[config.mk]
export PLATFORM = sky130hd
export DESIGN_NAME = ibba_map
export DESIGN_NICKNAME = d
export VERILOG_FILES = /design/src/rtl/core/ibba_pkg.sv /design/src/rtl/core/ibba_map.sv
export SDC_FILE = /design/constraint.sdc
export NUM_CORES = 1
export LEC_CHECK = 0
export ABC_AREA = 1
export ABC_CLOCK_PERIOD_IN_PS = 3900
export BUFFER_PORTS_ARGS = -buffer_cell sky130_fd_sc_hd__buf_2
export CAP_MARGIN = 5
export CORE_ASPECT_RATIO = 1.2
export CORE_MARGIN = 2
export CORE_UTILIZATION = 41
export DETAILED_ROUTE_END_ITERATION = 8
export GPL_TIMING_DRIVEN = 0
export PLACE_DENSITY = 0.67
export RECOVER_POWER = 50
export SYNTH_ARGS = -nofsm -noshare
export SYNTH_HDL_FRONTEND = slang
export SYNTH_SLANG_ARGS = --single-unit
[constraint.sdc]
create_clock -name aclk -period 3.9 [get_ports aclk]
set_input_delay 0.195 -clock aclk [delete_from_list [all_inputs] [get_ports aclk]]
set_output_delay 0.195 -clock aclk [all_outputs]
set_load 0.02 [all_outputs]
[src/rtl/core/ibba_pkg.sv]
// ----------------------------------------------------------------------------
// ibba_pkg: shared types and codes for the bitmap allocator
// Request and response payloads, function and status codes, register indexes
// and the lowest-clear-bit search used by the word scan.
// ----------------------------------------------------------------------------
package ibba_pkg;

    // bitmap word geometry
    localparam int WORD_BITS = 32;
    localparam int BIT_W     = 5;

    // default map sizes in bits
    localparam int DEF_INODE_MAP_BITS = 1024;
    localparam int DEF_BLOCK_MAP_BITS = 4096;

    // configuration port geometry
    localparam int CFG_IDX_W  = 2;
    localparam int CFG_DATA_W = 32;

    // request function codes
    localparam logic [1:0] FN_ALLOC_INODE = 2'd0;
    localparam logic [1:0] FN_FREE_INODE  = 2'd1;
    localparam logic [1:0] FN_ALLOC_BLOCK = 2'd2;
    localparam logic [1:0] FN_FREE_BLOCK  = 2'd3;

    // response status codes
    localparam logic [1:0] ST_OK      = 2'd0;
    localparam logic [1:0] ST_INVALID = 2'd1;
    localparam logic [1:0] ST_NOSPACE = 2'd2;

    // register indexes
    localparam logic [CFG_IDX_W-1:0] REG_INODE_COUNT = 2'd0;
    localparam logic [CFG_IDX_W-1:0] REG_FIRST_DATA  = 2'd1;
    localparam logic [CFG_IDX_W-1:0] REG_BLOCK_TOTAL = 2'd2;

    typedef struct packed {
        logic [1:0]  func;
        logic [31:0] item_number;
    } req_t;

    typedef struct packed {
        logic [1:0]  status;
        logic [31:0] granted_number;
    } rsp_t;

    typedef struct packed {
        logic             found;
        logic [BIT_W-1:0] pos;
    } zero_hit_t;

    // lowest clear bit of one bitmap word
    function automatic zero_hit_t lowest_zero(input logic [WORD_BITS-1:0] w);
        zero_hit_t h;
        h = '0;
        for (int j = WORD_BITS - 1; j >= 0; j--) begin
            if (!w[j]) begin
                h.found = 1'b1;
                h.pos   = BIT_W'(j);
            end
        end
        return h;
    endfunction

endpackage

[src/rtl/core/ibba_map.sv]
// ----------------------------------------------------------------------------
// ibba_map: one allocation bitmap
// Single-port-write, single-port-read word RAM with a registered read.
// ----------------------------------------------------------------------------
module ibba_map #(
    parameter int WORDS = 32
) (
    input  logic                           aclk,
    input  logic                           wr_en,
    input  logic [$clog2(WORDS)-1:0]       wr_addr,
    input  logic [ibba_pkg::WORD_BITS-1:0] wr_data,
    input  logic                           rd_en,
    input  logic [$clog2(WORDS)-1:0]       rd_addr,
    output logic [ibba_pkg::WORD_BITS-1:0] rd_data
);
    import ibba_pkg::*;

    logic [WORD_BITS-1:0] mem [WORDS];
    logic [WORD_BITS-1:0] rd_data_reg;

    // write port
    always_ff @(posedge aclk) begin
        if (wr_en) begin
            mem[wr_addr] <= wr_data;
        end
    end

    // registered read port
    always_ff @(posedge aclk) begin
        if (rd_en) begin
            rd_data_reg <= mem[rd_addr];
        end
    end

    assign rd_data = rd_data_reg;

endmodule

Yosys cells after proc, flatten, opt, wreduce, memory -nomap -nowiden

Memory sizes are Yosys's and may differ from the RTL's. A register that Yosys moved wholly into a read port is not among the register bits.
Cells that the tools add are included.

Multiplexer cells: 2

Operators with widths:

| operator         | number |
|---|---|
| 2-to-1 mux 1 bit | 2 |

Bits in registers: 0
RAM bits: 1024
Output and inout bits: 32
Memories kept: 1

Memories:

| name | words | bits a word | read ports | clocked after Yosys merged registers in | wr ports | RTL line       | RTL |
|---|---|---|---|---|---|---|---|
| mem  | 32    | 32          | 1          | 1                                       | 1        | ibba_map.sv:18 | `logic [WORD_BITS-1:0] mem [WORDS];` |

Depth between registers and ports, before layout

Depth in word-level cells: 2
Depth in mapped cells: 12
Depth with buffers taken out: 9

Worst setup path before layout

OpenSTA, ideal clock, no wires.

Path kind: in2reg
From: input wr_addr[0]
To: memory mem[0][0], enable pin
Arrival time: 1850 ps
Data required time: 3479 ps
Path slack: 1629 ps
Stages: 3
Path through: inv_1 > nand3_1 > nor2_1

RTL lines:

| item               | RTL line       | RTL |
|---|---|---|
| start: declaration | ibba_map.sv:10 | `input logic [$clog2(WORDS)-1:0] wr_addr,` |
| end: declaration   | ibba_map.sv:18 |  |

No word-level cell before the write port.

Worst setup path after layout

From: input rd_en
To: register rd_data_reg[10], in the netlist rd_data[10] (read register of mem), enable pin

RTL lines:

| item               | RTL line       | RTL |
|---|---|---|
| start: declaration | ibba_map.sv:12 | `input logic rd_en,` |
| end: declaration   | ibba_map.sv:19 | `logic [WORD_BITS-1:0] rd_data_reg;` |

No word-level cell between the ends.

==> run summary <==
Outcome: finished, violations left
Failing checks: capacitance limit, slew limit
Worst path bufs/invs: 1
First-pass GRT wire length: 181,000 µm
Grt total ovfl: 0
Seq/Total Area, Yosys: 0.742
Clock Tree Buf Depth: 3
Antenna Nets Post-Route: 0
CTS Hold Bufs: 0
YS warnings: 0
Endpoint class of the critical path: flop
Reg clk slew, reported paths: 0.07 ns
Layout cell share with drive strength beyond 1: 0.108
Routed wire per std cell: 24.3 µm
Drt drc: 0
Rows: 129
Post-synthesis simple-gate area fraction: 0.221
Largest net degree at the start of global routing: 33
Mapped cell area: 42,700 µm²
Pins Over Slew Limit: 1,024
Area grow syn2layout: 14.3%
Period minus WS final: 1.92 ns
Power Density: 491 nW/µm²
Total negative slack: 0 ns
Synth cell types: 13
Synth Area in Adders: 0
DR iter-0 viols: 3,208
Inserted Clock Buffers: 96
Nets: 3,784
Post-synth net total: 3,581
Max-cap violations: 31
CTS sink cnt: 1,056
Final Hold Viols: 0
Mapped Cells: 3,536
Startpoint Class: input port
Fmax: 522 MHz
Number of port buffers: 73
Number of flops mapped to enable cells by yosys: 1,056
Die width: 299 µm
RSZ-0062 raised after global routing: false
Area leader, netlist: edfxtp_1
Vias in the first global route: 27,700
Max reg flops: 1,024
Compound-Gate Fraction of Synth Area: 0
Post-synth top area share: 0.742
Clk Latency, worst-skew pair: 0.69 ns
Worst slew pin tran: 2.73 ns
Worst-case vdd ir drop: 0.372 mV
Post-synthesis mux area share: 0
CTS H-tree lvls: 3
Initial DRT Pass Iterations: 6
Crit path kind: in -> reg
IO Pins: 77
Filler cell count: 8,859
Overall power: 0.0240 W
Area contributors post-synth: edfxtp_1 74%, nand2_1 13%, nand3_1 9.1%
Delay-heaviest family, CP: buffers and inverters
CTS tree: built
Synth async-reset ratio: 0
CTS resizes: 0
Initial Utilization: 0.414
Largest family of logic cells by synthesized area: simple AND/OR/NAND/NOR gates
Crit-path cells: clkbuf_1
DP HPWL: 83,300 µm
Yosys reg bits: 1,056
Die area: 107,000 µm²
Via-to-Cell Ratio: 5.47
Antenna violations before repair: 9
Leak pwr: 17.8 nW
Avg Cell Area, Syn: 12.1 µm²
Routability Congestion: 0.865
Headroom to the max-slew limit: -0.820
Chip Height: 358 µm
Peak fanout along the critical path: 32
Overall Global Routing Usage: 0.233
Slowest cell on crit path: clkbuf_1
Crit path DAT: 2.14 ns
Critical Path Start: rd_en
Hold Startpoint: rd_addr[4]
Critical path required time: 4.13 ns
Root buffer cell: clkbuf_16
WL final: 126,000 µm
Main synth FF type: edfxtp_1
Clk_skew: 0.0273 ns
Launching point of the worst reg2reg path: mem[21][13]
Core area: 103,000 µm²
Vias post-DR: 28,400
Worst Hold Class: in -> reg
XOR/XNOR Fraction of Synth Area: 0
Most common cell in the netlist: nand2_1
Critical Path Max Stage Delay: 1.88 ns
Setup Buffers After CTS: 0
Final Cycle Share: 0.492
Leading cell types by count after synthesis: 1,440 x nand2_1, 1,056 x edfxtp_1, 780 x nand3_1
Final setup viols: 0
-- through the flow --
stage	utilization	instances	setup slack (ns)	hold WS, ns	instance area [µm²]
after detailed placement	0.444	5016	1.34	0.638	45800
after global placement	0.434	4984	-0.347	0.640	44800
final	0.473	5197	1.98	0.194	48800
after CTS	0.474	5194	2.05	0.0218	48900
after global routing	0.473	5196	1.97	0.194	48800
after floorplan	-	3536	1.63	0.294	42700
-- cells by family after synthesis --
family / Yosys count
buffers and inverters: 228
flip-flops: 1056
AND/OR/NAND/NOR: 2252
-- worst paths after layout --
kind                               endpoint  cells past startpoint  slack [ns]
worst max-delay path            rd_data[10]                      1        1.98
worst min-delay path             rd_data[0]                      3        0.19
worst max register to register  rd_data[13]                      8        2.34
worst min register to register  rd_data[20]                      8        0.84
-- power by group --
part / internal [W] / switching (W) / leakage (nW)
Clock: 0.00535 / 0.00415 / 1.53
Combinational: 0.000435 / 0.00130 / 6.70
Sequential: 0.0127 / 0.0000415 / 9.55
-- final cells by class --
cell class | instances | area [µm²] | area share
flip-flops and latches | 1056 | 31700 | 0.649
multi-input cells | 2252 | 9650 | 0.198
clock buffers | 121 | 2540 | 0.0520
well taps | 1375 | 1720 | 0.0352
plain buffers | 218 | 1540 | 0.0316
repair buffers | 105 | 1030 | 0.0211
clock inverters | 57 | 594 | 0.0122
inverters | 10 | 45.0 | 0.000922
diodes | 3 | 7.51 | 0.000154
-- cells in the final DEF (no fill, tap or decap) --
cell        count
bufinv_16      11
buf_12         23
buf_4          24
buf_16          9
inv_16          1
inv_1           7
diode_2         3
nor2_4         29
inv_8           1
nor2_1          3
nand3_1       780
buf_6          66
buf_1          18
clkinvlp_4      3
clkbuf_16      98
buf_8           3
nand2_1      1440
clkinv_1       21
clkinv_8        3
inv_6           1
inv_2           2
clkbuf_1       82
clkinv_2       17
edfxtp_1     1056
buf_2         121
-- worst reg2reg max path, cell delays in order (launching register included) --
cell	delay, ns
edfxtp_1	0.38
nand2_1	0.09
nand3_1	0.09
nand3_1	0.15
nand2_1	0.07
nand2_1	0.05
nand2_1	0.07
nand2_1	0.22
nand2_1	0.16
-- routing by layer --
metal,wire [µm],vias to the layer above,GRT usage
li1,-,12800,-
met1,45600,13800,0.276
met2,62900,1460,0.409
met3,10000,350,0.0336
met4,7450,6,0.134
met5,29,-,0
(Power assumes the default switching activity.)
